## config.mk

```make
export PLATFORM = sky130hd
export DESIGN_NAME = worst_fit_node_allocator
export DESIGN_NICKNAME = d
export VERILOG_FILES = /design/src/wfna_pkg.sv /design/src/worst_fit_node_allocator.sv /design/src/wfna_front.sv /design/src/wfna_back.sv
export SDC_FILE = /design/constraint.sdc
export NUM_CORES = 2
export LEC_CHECK = 0
export BUFFER_PORTS_ARGS = -buffer_cell sky130_fd_sc_hd__buf_2
export CORE_ASPECT_RATIO = 0.75
export CORE_MARGIN = 2
export CORE_UTILIZATION = 53
export CTS_CLUSTER_DIAMETER = 100
export CTS_CLUSTER_SIZE = 40
export DETAILED_ROUTE_END_ITERATION = 8
export PLACE_DENSITY = 0.77
export REMOVE_ABC_BUFFERS = 1
export SYNTH_ARGS = -nofsm -noshare
export SYNTH_HDL_FRONTEND = slang
export SYNTH_HIERARCHICAL = 1
export SYNTH_SLANG_ARGS = --single-unit
```

## constraint.sdc

```tcl
create_clock -name clk_i -period 7.7 [get_ports clk_i]
set_input_delay 0.77 -clock clk_i [delete_from_list [all_inputs] [get_ports clk_i]]
set_output_delay 0.77 -clock clk_i [all_outputs]
set_load 0.01 [all_outputs]
```

## src/wfna_pkg.sv

```systemverilog
// Shared types and constants for the worst-fit node allocator.
package wfna_pkg;

  localparam int unsigned NODE_SLOTS  = 16;
  localparam int unsigned SLOT_W      = (NODE_SLOTS > 1) ? $clog2(NODE_SLOTS) : 1;
  localparam int unsigned CNT_W       = $clog2(NODE_SLOTS + 1);
  localparam int unsigned IDENT_W     = 32;
  localparam int unsigned MEM_W       = 40;
  localparam int unsigned TASK_W      = 8;
  localparam int unsigned STATUS_W    = 3;
  localparam int unsigned QUEUE_DEPTH = 2;
  localparam int unsigned QPTR_W      = (QUEUE_DEPTH > 1) ? $clog2(QUEUE_DEPTH) : 1;
  localparam int unsigned QCNT_W      = $clog2(QUEUE_DEPTH + 1);

  localparam logic [MEM_W-1:0]  MAX_REQUEST_RST = 40'd17179869184;
  localparam logic [TASK_W-1:0] MAX_TASKS_RST   = 8'd8;
  localparam logic [CNT_W-1:0]  SLOTS_CNT       = CNT_W'(NODE_SLOTS);
  localparam logic [QCNT_W-1:0] QUEUE_FULL_CNT  = QCNT_W'(QUEUE_DEPTH);

  localparam logic CFG_MAX_REQUEST = 1'b0;
  localparam logic CFG_MAX_TASKS   = 1'b1;

  typedef enum logic [1:0] {
    CMD_REGISTER = 2'd0,
    CMD_ALLOCATE = 2'd1,
    CMD_RELEASE  = 2'd2
  } cmd_e;

  typedef enum logic [2:0] {
    STATUS_OK         = 3'd0,
    STATUS_OVER_LIMIT = 3'd1,
    STATUS_NO_FIT     = 3'd2,
    STATUS_FULL       = 3'd3,
    STATUS_UNKNOWN    = 3'd4
  } status_e;

  typedef enum logic [2:0] {
    OP_REGISTER   = 3'd0,
    OP_ALLOCATE   = 3'd1,
    OP_RELEASE    = 3'd2,
    OP_OVER_LIMIT = 3'd3,
    OP_NOP        = 3'd4
  } op_e;

  typedef struct packed {
    op_e                op;
    logic [IDENT_W-1:0] ident;
    logic [MEM_W-1:0]   bytes;
  } item_t;

  typedef struct packed {
    logic  valid;
    item_t item;
  } head_t;

endpackage

```

## src/worst_fit_node_allocator.sv

```systemverilog
// Worst-fit node allocator top level: configuration registers and engine wiring.
// Register, over-limit and unused commands are settled straight from the idle state.
// Allocate scans all filled entries for the fitting one with most free bytes, then walks
// the table to it; release walks the table to the matching id, or to its end if unknown.
// One item at a time in the engine; a two-entry queue takes items ahead.
// Reset empties the table and loads 16 GiB and 8 tasks; done_o pulses one cycle, unstalled.
module worst_fit_node_allocator (
  input  logic                          clk_i,
  input  logic                          rst_ni,
  input  logic                          start_i,
  output logic                          busy_o,
  input  logic [1:0]                    command_i,
  input  logic [wfna_pkg::IDENT_W-1:0]  node_ident_i,
  input  logic [wfna_pkg::MEM_W-1:0]    mem_bytes_i,
  output logic                          done_o,
  output logic [wfna_pkg::STATUS_W-1:0] status_o,
  output logic [wfna_pkg::IDENT_W-1:0]  chosen_node_o,
  input  logic                          cfg_valid_i,
  output logic                          cfg_ready_o,
  input  logic                          cfg_index_i,
  input  logic [wfna_pkg::MEM_W-1:0]    cfg_data_i
);

  logic [wfna_pkg::MEM_W-1:0]  max_request_q;
  logic [wfna_pkg::TASK_W-1:0] max_tasks_q;
  wfna_pkg::head_t             head;
  logic                        pop;

  assign cfg_ready_o = 1'b1;

  always_ff @(posedge clk_i or negedge rst_ni) begin
    if (!rst_ni) begin
      max_request_q <= wfna_pkg::MAX_REQUEST_RST;
      max_tasks_q   <= wfna_pkg::MAX_TASKS_RST;
    end else if (cfg_valid_i && cfg_ready_o) begin
      if (cfg_index_i == wfna_pkg::CFG_MAX_REQUEST) begin
        max_request_q <= cfg_data_i;
      end else begin
        max_tasks_q <= cfg_data_i[wfna_pkg::TASK_W-1:0];
      end
    end
  end

  wfna_front u_front (
    .clk_i         (clk_i),
    .rst_ni        (rst_ni),
    .start_i       (start_i),
    .command_i     (command_i),
    .node_ident_i  (node_ident_i),
    .mem_bytes_i   (mem_bytes_i),
    .max_request_i (max_request_q),
    .pop_i         (pop),
    .head_o        (head),
    .busy_o        (busy_o)
  );

  wfna_back u_back (
    .clk_i         (clk_i),
    .rst_ni        (rst_ni),
    .head_i        (head),
    .max_tasks_i   (max_tasks_q),
    .pop_o         (pop),
    .done_o        (done_o),
    .status_o      (status_o),
    .chosen_node_o (chosen_node_o)
  );

endmodule

```

## src/wfna_front.sv

```systemverilog
// Command intake: classify each item and queue it for the table engine.
module wfna_front (
  input  logic                         clk_i,
  input  logic                         rst_ni,
  input  logic                         start_i,
  input  logic [1:0]                   command_i,
  input  logic [wfna_pkg::IDENT_W-1:0] node_ident_i,
  input  logic [wfna_pkg::MEM_W-1:0]   mem_bytes_i,
  input  logic [wfna_pkg::MEM_W-1:0]   max_request_i,
  input  logic                         pop_i,
  output wfna_pkg::head_t              head_o,
  output logic                         busy_o
);

  wfna_pkg::item_t                     queue_q [wfna_pkg::QUEUE_DEPTH];
  logic [wfna_pkg::QPTR_W-1:0]         wr_ptr_q, wr_ptr_d;
  logic [wfna_pkg::QPTR_W-1:0]         rd_ptr_q, rd_ptr_d;
  logic [wfna_pkg::QCNT_W-1:0]         count_q, count_d;
  logic                                push;
  logic                                pop;
  wfna_pkg::item_t                     new_item;

  function automatic logic [wfna_pkg::QCNT_W-1:0] QCNT_ONE(input logic b);
    QCNT_ONE = {{(wfna_pkg::QCNT_W-1){1'b0}}, b};
  endfunction

  assign busy_o = (count_q == wfna_pkg::QUEUE_FULL_CNT);
  assign push   = start_i && !busy_o;
  assign pop    = pop_i && (count_q != '0);

  always_comb begin
    new_item.ident = node_ident_i;
    new_item.bytes = mem_bytes_i;
    unique case (command_i)
      wfna_pkg::CMD_REGISTER: begin
        new_item.op = wfna_pkg::OP_REGISTER;
      end
      wfna_pkg::CMD_ALLOCATE: begin
        new_item.op = (mem_bytes_i > max_request_i) ? wfna_pkg::OP_OVER_LIMIT
                                                    : wfna_pkg::OP_ALLOCATE;
      end
      wfna_pkg::CMD_RELEASE: begin
        new_item.op = wfna_pkg::OP_RELEASE;
      end
      default: begin
        new_item.op = wfna_pkg::OP_NOP;
      end
    endcase
  end

  always_comb begin
    wr_ptr_d = push ? wr_ptr_q + 1'b1 : wr_ptr_q;
    rd_ptr_d = pop ? rd_ptr_q + 1'b1 : rd_ptr_q;
    count_d  = count_q + QCNT_ONE(push) - QCNT_ONE(pop);
  end

  always_ff @(posedge clk_i or negedge rst_ni) begin
    if (!rst_ni) begin
      wr_ptr_q <= '0;
      rd_ptr_q <= '0;
      count_q  <= '0;
    end else begin
      wr_ptr_q <= wr_ptr_d;
      rd_ptr_q <= rd_ptr_d;
      count_q  <= count_d;
    end
  end

  always_ff @(posedge clk_i) begin
    if (push) begin
      queue_q[wr_ptr_q] <= new_item;
    end
  end

  assign head_o.valid = (count_q != '0);
  assign head_o.item  = queue_q[rd_ptr_q];

endmodule

```

## src/wfna_back.sv

```systemverilog
// Table engine: node table, worst-fit scan, id lookup and result register.
module wfna_back (
  input  logic                          clk_i,
  input  logic                          rst_ni,
  input  wfna_pkg::head_t               head_i,
  input  logic [wfna_pkg::TASK_W-1:0]   max_tasks_i,
  output logic                          pop_o,
  output logic                          done_o,
  output logic [wfna_pkg::STATUS_W-1:0] status_o,
  output logic [wfna_pkg::IDENT_W-1:0]  chosen_node_o
);

  typedef enum logic [2:0] {
    ST_IDLE = 3'b001,
    ST_SCAN = 3'b010,
    ST_FIND = 3'b100
  } state_e;

  state_e                         state_q, state_d;
  logic [wfna_pkg::IDENT_W-1:0]   entry_ident_q [wfna_pkg::NODE_SLOTS];
  logic [wfna_pkg::MEM_W-1:0]     entry_free_q  [wfna_pkg::NODE_SLOTS];
  logic [wfna_pkg::TASK_W-1:0]    entry_task_q  [wfna_pkg::NODE_SLOTS];
  logic [wfna_pkg::CNT_W-1:0]     used_q, used_d;
  logic [wfna_pkg::CNT_W-1:0]     idx_q, idx_d;
  logic [wfna_pkg::MEM_W-1:0]     best_q, best_d;
  logic                           found_q, found_d;
  logic [wfna_pkg::IDENT_W-1:0]   target_q, target_d;
  wfna_pkg::item_t                cur_q, cur_d;
  logic                           done_q, done_d;
  wfna_pkg::status_e              status_q, status_d;
  logic [wfna_pkg::IDENT_W-1:0]   chosen_q, chosen_d;

  logic                           wr_en;
  logic [wfna_pkg::SLOT_W-1:0]    wr_slot;
  logic [wfna_pkg::IDENT_W-1:0]   wr_ident;
  logic [wfna_pkg::MEM_W-1:0]     wr_free;
  logic [wfna_pkg::TASK_W-1:0]    wr_task;
  logic                           ident_wr;

  logic [wfna_pkg::SLOT_W-1:0]    slot;
  logic [wfna_pkg::IDENT_W-1:0]   rd_ident;
  logic [wfna_pkg::MEM_W-1:0]     rd_free;
  logic [wfna_pkg::TASK_W-1:0]    rd_task;
  logic [wfna_pkg::MEM_W:0]       sum;
  logic [wfna_pkg::MEM_W-1:0]     free_sub;
  logic [wfna_pkg::MEM_W-1:0]     free_add;
  logic [wfna_pkg::TASK_W-1:0]    task_inc;
  logic [wfna_pkg::TASK_W-1:0]    task_dec;

  assign slot     = idx_q[wfna_pkg::SLOT_W-1:0];
  assign rd_ident = entry_ident_q[slot];
  assign rd_free  = entry_free_q[slot];
  assign rd_task  = entry_task_q[slot];
  assign sum      = {1'b0, rd_free} + {1'b0, cur_q.bytes};
  assign free_sub = (rd_free >= cur_q.bytes) ? rd_free - cur_q.bytes : '0;
  assign free_add = sum[wfna_pkg::MEM_W] ? '1 : sum[wfna_pkg::MEM_W-1:0];
  assign task_inc = (rd_task == '1) ? rd_task : rd_task + 1'b1;
  assign task_dec = (rd_task == '0) ? rd_task : rd_task - 1'b1;

  always_comb begin
    state_d  = state_q;
    used_d   = used_q;
    idx_d    = idx_q;
    best_d   = best_q;
    found_d  = found_q;
    target_d = target_q;
    cur_d    = cur_q;
    done_d   = 1'b0;
    status_d = status_q;
    chosen_d = chosen_q;
    pop_o    = 1'b0;
    wr_en    = 1'b0;
    ident_wr = 1'b0;
    wr_slot  = slot;
    wr_ident = head_i.item.ident;
    wr_free  = rd_free;
    wr_task  = rd_task;
    unique case (state_q)
      ST_IDLE: begin
        if (head_i.valid) begin
          pop_o    = 1'b1;
          cur_d    = head_i.item;
          idx_d    = '0;
          best_d   = '0;
          found_d  = 1'b0;
          target_d = head_i.item.ident;
          chosen_d = '0;
          unique case (head_i.item.op)
            wfna_pkg::OP_REGISTER: begin
              done_d = 1'b1;
              if (used_q == wfna_pkg::SLOTS_CNT) begin
                status_d = wfna_pkg::STATUS_FULL;
              end else begin
                status_d = wfna_pkg::STATUS_OK;
                wr_en    = 1'b1;
                ident_wr = 1'b1;
                wr_slot  = used_q[wfna_pkg::SLOT_W-1:0];
                wr_free  = head_i.item.bytes;
                wr_task  = '0;
                used_d   = used_q + 1'b1;
              end
            end
            wfna_pkg::OP_ALLOCATE: begin
              state_d = ST_SCAN;
            end
            wfna_pkg::OP_RELEASE: begin
              state_d = ST_FIND;
            end
            wfna_pkg::OP_OVER_LIMIT: begin
              done_d   = 1'b1;
              status_d = wfna_pkg::STATUS_OVER_LIMIT;
            end
            default: begin
              done_d   = 1'b1;
              status_d = wfna_pkg::STATUS_OK;
            end
          endcase
        end
      end
      ST_SCAN: begin
        if (idx_q == used_q) begin
          idx_d = '0;
          if (found_q) begin
            state_d = ST_FIND;
          end else begin
            state_d  = ST_IDLE;
            done_d   = 1'b1;
            status_d = wfna_pkg::STATUS_NO_FIT;
            chosen_d = '0;
          end
        end else begin
          if (rd_free >= cur_q.bytes && rd_task < max_tasks_i && rd_free > best_q) begin
            best_d   = rd_free;
            target_d = rd_ident;
            found_d  = 1'b1;
          end
          idx_d = idx_q + 1'b1;
        end
      end
      ST_FIND: begin
        if (idx_q == used_q) begin
          state_d  = ST_IDLE;
          done_d   = 1'b1;
          status_d = wfna_pkg::STATUS_UNKNOWN;
          chosen_d = '0;
        end else if (rd_ident == target_q) begin
          state_d  = ST_IDLE;
          done_d   = 1'b1;
          status_d = wfna_pkg::STATUS_OK;
          wr_en    = 1'b1;
          if (cur_q.op == wfna_pkg::OP_ALLOCATE) begin
            wr_free  = free_sub;
            wr_task  = task_inc;
            chosen_d = target_q;
          end else begin
            wr_free  = free_add;
            wr_task  = task_dec;
            chosen_d = '0;
          end
        end else begin
          idx_d = idx_q + 1'b1;
        end
      end
      default: begin
        state_d = ST_IDLE;
      end
    endcase
  end

  always_ff @(posedge clk_i or negedge rst_ni) begin
    if (!rst_ni) begin
      state_q <= ST_IDLE;
      used_q  <= '0;
      idx_q   <= '0;
      found_q <= 1'b0;
      done_q  <= 1'b0;
    end else begin
      state_q <= state_d;
      used_q  <= used_d;
      idx_q   <= idx_d;
      found_q <= found_d;
      done_q  <= done_d;
    end
  end

  always_ff @(posedge clk_i) begin
    best_q   <= best_d;
    target_q <= target_d;
    cur_q    <= cur_d;
    status_q <= status_d;
    chosen_q <= chosen_d;
    if (wr_en) begin
      entry_free_q[wr_slot] <= wr_free;
      entry_task_q[wr_slot] <= wr_task;
      if (ident_wr) begin
        entry_ident_q[wr_slot] <= wr_ident;
      end
    end
  end

  assign done_o        = done_q;
  assign status_o      = status_q;
  assign chosen_node_o = chosen_q;

endmodule
```

==> flow_metrics.tcl <==
set metrics [dict create \
    status "finished, final reports clean" \
    finalHoldViolCount 0 \
    synthesis.area_per_instance_sq_um 16.9 \
    synth_seq_cells 1647 \
    num-fill-cells 9985 \
    tritoncts "yes" \
    sequential_fraction_of_the_synthesis_area_pct 67.6 \
    antenna_violations_before_repair 13 \
    grt_overflow_total 0 \
    dp.final_hpwl_mm 123 \
    setup.worst_path.end_class "flip-flop" \
    initial_core_util_pct 53.5 \
    first_pass_grt_wire_length_mm 277 \
    yosysMostFrequentCell "sky130_fd_sc_hd__edfxtp_1" \
    route.antenna.remaining_nets 0 \
    worst-endpoint-arrival_ns 7.43 \
    first_global_vias 39989 \
    drive_gt1_share_pct 20.1 \
    crit_path_top_delay_cell "sky130_fd_sc_hd__o21ai_1" \
    max_rail_drop_vdd_mv 0.209 \
    setup_tns_ns 0 \
    maxCapViolations 0 \
    yosysTopAreaCellShare_pct 65.3 \
    cts.root.buffer_cell "sky130_fd_sc_hd__clkbuf_16" \
    cp_data_required_time_ns 8.08 \
    synthCells 4293 \
    drt_wl_total_mm 191 \
    fraction_of_registers_with_async_set_or_reset_after_synthesis_pct 4.07 \
    finalSetupViolations 0 \
    drt_pass1_iterations 6 \
    dr_wl_met2_mm 82.6 \
    clock.fmax_mhz 142 \
    cpLargestDelayFamily "compound AO/OA/AOI/OAI gates" \
    cp_max_stage_delay_ns 0.99 \
    worst_slew_pin_slew_ns 1.19 \
    synth.yosys.warnings 6 \
    netlist_area_sq_mm 0.0727 \
    cts_made_buffers 48 \
    regToRegEndpoint "u_back/entry_free_q[15][9]" \
    timing.max_slew.rel_slack_pct 20.2 \
    count_of_pins_on_the_block_boundary 157 \
    timing.critical_path.fanout_max 25 \
    worst_setup_hold_path_clk_slew_ns 0.14 \
    clk_path_buf_depth 3 \
    synthFlopType "sky130_fd_sc_hd__edfxtp_1" \
    timing.setup.critical_path_class "reg -> reg" \
    cellLeakagePower_uw 0.0256 \
    detail_route.wirelength.met1_mm 77.4 \
    worst_skew_pair.late_latency_ns 0.73 \
    viasPerCell 6.68 \
    unrepaired_setup_endpoints_after_global_routing "no" \
    row_count 117 \
    dr.max_layer_used "met5" \
    dieHeight_um 325 \
    placement.cell_area_sq_mm 0.0764 \
    avgRoutedWirePerCell_um 30.5 \
    die_area_sq_mm 0.140 \
    synth_top_cell_by_area "sky130_fd_sc_hd__edfxtp_1" \
    crit_path_start_kind "flip-flop" \
    reg2reg_depth 14 \
    reg2reg_from "u_back/idx_q[0]" \
    cts_htree_levels 2 \
    drtIter0Drc 6338 \
    largest_net_degree_at_the_start_of_global_routing 99 \
    syn_to_layout_area_delta_pct 7.09 \
    vias 41833 \
    core_area_sq_mm 0.136 \
    clkSinkCount 1647 \
    hold_class "in -> async" \
    synth.top_cells.by_count "sky130_fd_sc_hd__edfxtp_1 (1580), sky130_fd_sc_hd__mux4_2 (377), sky130_fd_sc_hd__inv_1 (203), sky130_fd_sc_hd__nor2_1 (187), sky130_fd_sc_hd__ha_1 (177)" \
    slew_viol_final 0 \
    total_length_of_routed_met3_wires_mm 25.6 \
    cellPowerDensity_mw_per_mm2 317 \
    finalWorstPathRequiredPeriod_ns 7.05 \
    gpl.final_weighted_congestion 0.991 \
    drt_drc_violations_left 0 \
    timing.critical_path.buf_inv 2 \
    ys_top_cells_by_area "sky130_fd_sc_hd__edfxtp_1 (65%), sky130_fd_sc_hd__mux4_2 (12%), sky130_fd_sc_hd__ha_1 (3.0%), sky130_fd_sc_hd__dfrtp_1 (2.2%), sky130_fd_sc_hd__mux2i_1 (1.3%)" \
    r2r_slack_ns 0.65 \
    final.period_utilization_pct 91.6 \
    ys_types 96 \
    die_width_um 432 \
    cts_hold_buf 0 \
    io_buffers 155 \
    worst_clock_skew_ns 0.0299 \
    ctsResizeCount 0 \
    synth_enable_flop_cells 1580 \
    timing.critical_path.cells "buf_4, mux4_2, mux4_2, ha_1, and2_0, buf_4, nand3_1, nor4_1, nand3_1, o311ai_0, nor4_1, a21oi_1, o21ai_2, o21ai_1" \
    cts_post_setup_buffers_inserted 0 \
    layout.cell_area.non_filler_sq_mm 0.0778 \
    grt.total_usage_pct 27.0 \
    final_net_count 4731 \
]
## cells by family (layout without fill, tap and decap cells)
logic type	after synthesis	after routing	synth area share, %
xor gates and xnor gates	57	57	0.687
muxes	611	611	15.2
DFF	1647	1647	67.6
and+or+nand+nor	702	702	4.82
other	1	4	0.00516
adders and majority gates	179	179	3.10
buffers and inverters	430	610	2.59
AOI/OAI and AO/OA	666	666	6.07
## cells in the final DEF, fill, tap and decap left out, types with 13 or more instances in the layout
| cell | count |
|---|---|
| sky130_fd_sc_hd__edfxtp_1 | 1580 |
| sky130_fd_sc_hd__mux4_2 | 377 |
| sky130_fd_sc_hd__inv_1 | 201 |
| sky130_fd_sc_hd__ha_1 | 177 |
| sky130_fd_sc_hd__nand2_1 | 170 |
| sky130_fd_sc_hd__a21oi_1 | 157 |
| sky130_fd_sc_hd__buf_2 | 154 |
| sky130_fd_sc_hd__nor2_1 | 153 |
| sky130_fd_sc_hd__buf_4 | 142 |
| sky130_fd_sc_hd__o21ai_0 | 111 |
| sky130_fd_sc_hd__mux2i_1 | 96 |
| sky130_fd_sc_hd__mux2_1 | 75 |
| sky130_fd_sc_hd__mux2_2 | 60 |
| sky130_fd_sc_hd__dfrtp_1 | 59 |
| sky130_fd_sc_hd__nand3_1 | 55 |
| sky130_fd_sc_hd__a22oi_1 | 52 |
| sky130_fd_sc_hd__clkbuf_16 | 50 |
| sky130_fd_sc_hd__nor3_1 | 50 |
| sky130_fd_sc_hd__and2_1 | 44 |
| sky130_fd_sc_hd__xnor2_1 | 44 |
| sky130_fd_sc_hd__a21o_1 | 41 |
| sky130_fd_sc_hd__nor2_4 | 33 |
| sky130_fd_sc_hd__clkbuf_1 | 30 |
| sky130_fd_sc_hd__nor2b_1 | 29 |
| sky130_fd_sc_hd__nand4_1 | 29 |
| sky130_fd_sc_hd__o21ai_1 | 26 |
| sky130_fd_sc_hd__nand2b_1 | 25 |
| sky130_fd_sc_hd__and3_1 | 24 |
| sky130_fd_sc_hd__nor4_1 | 23 |
| sky130_fd_sc_hd__a31oi_1 | 23 |
| sky130_fd_sc_hd__a211oi_1 | 22 |
| sky130_fd_sc_hd__o22ai_1 | 22 |
| sky130_fd_sc_hd__buf_12 | 20 |
| sky130_fd_sc_hd__o211ai_1 | 19 |
| sky130_fd_sc_hd__o31ai_1 | 19 |
| sky130_fd_sc_hd__a22o_1 | 18 |
| sky130_fd_sc_hd__a221oi_1 | 17 |
| sky130_fd_sc_hd__o21bai_1 | 16 |
| sky130_fd_sc_hd__o21a_1 | 15 |
| sky130_fd_sc_hd__xor2_1 | 13 |
## layout make-up
type,instances,area [sq um],area share (%)
antenna,3,7.51,0.00964
clock buffer,81,1380,1.77
clock inverter,9,106,0.137
inverter,204,768,0.987
multi-input combinational,2216,22000,28.2
sequential,1647,49100,63.1
tap,1785,2230,2.87
timing repair buffer,316,2240,2.87
## power breakdown
group | switching, uW | total [uW] | internal (uW)
clock network | 2520 | 3800 | 1280
logic | 5910 | 8640 | 2730
registers | 435 | 12300 | 11800
## stage by stage
stage	util (%)	setup WS [ns]	cells	total power, uW	hold WS [ns]
6_report	57.2	0.649	6261	24700	0.201
5_1_grt	57.2	0.253	6261	25700	0.202
4_1_cts	57.2	0.832	6258	24500	0.195
3_5_place_dp	56.1	0.849	6168	20800	0.486
3_3_place_gp	56.1	0.864	6168	20700	0.483
2_1_floorplan	-	-10.40	4067	17700	0.460
## worst max-delay path by stage
stage	startpoint	to	slack [ns]	cells after the start
final	u_back/idx_q[0]	u_back/entry_free_q[15][9]	0.65	14
after global routing	u_back/idx_q[0]	u_back/entry_free_q[5][7]	0.25	14
after CTS	u_back/idx_q[0]	u_back/entry_free_q[3][9]	0.83	14
after detailed placement	u_back/idx_q[0]	u_back/entry_free_q[10][9]	0.85	14
after global placement	u_back/idx_q[0]	u_back/entry_free_q[0][24]	0.86	14
after floorplan	u_back/idx_q[0]	u_back/entry_free_q[0][0]	-10.40	10
## per-layer routing
| layer | up-vias | track usage [%] |
|---|---|---|
| met3 | 267 | 6.40 |
| met4 | 16 | 7.02 |
| met2 | 2719 | 38.3 |
| met5 | - | 0 |
| met1 | 21525 | 42.1 |
| li1 | 17306 | - |
## registers in the layout, indices dropped and copies added, names as in the netlist
register / count
u_back/state_q: 3
u_front/count_q: 2
u_back/entry_free_q: 640
u_back/status_o: 3
u_back/cur_q: 43
u_back/idx_q: 5
u_front/wr_ptr_q: 1
u_back/entry_task_q: 128
u_back/found_q: 1
max_request_q: 40
u_back/done_o: 1
max_tasks_q: 8
u_back/entry_ident_q: 512
u_back/best_q: 40
u_back/used_q: 5
u_front/rd_ptr_q: 1
u_back/chosen_node_o: 32
u_back/target_q: 32
u_front/queue_q: 150
Note: power is estimated with default switching activity, not from simulation.
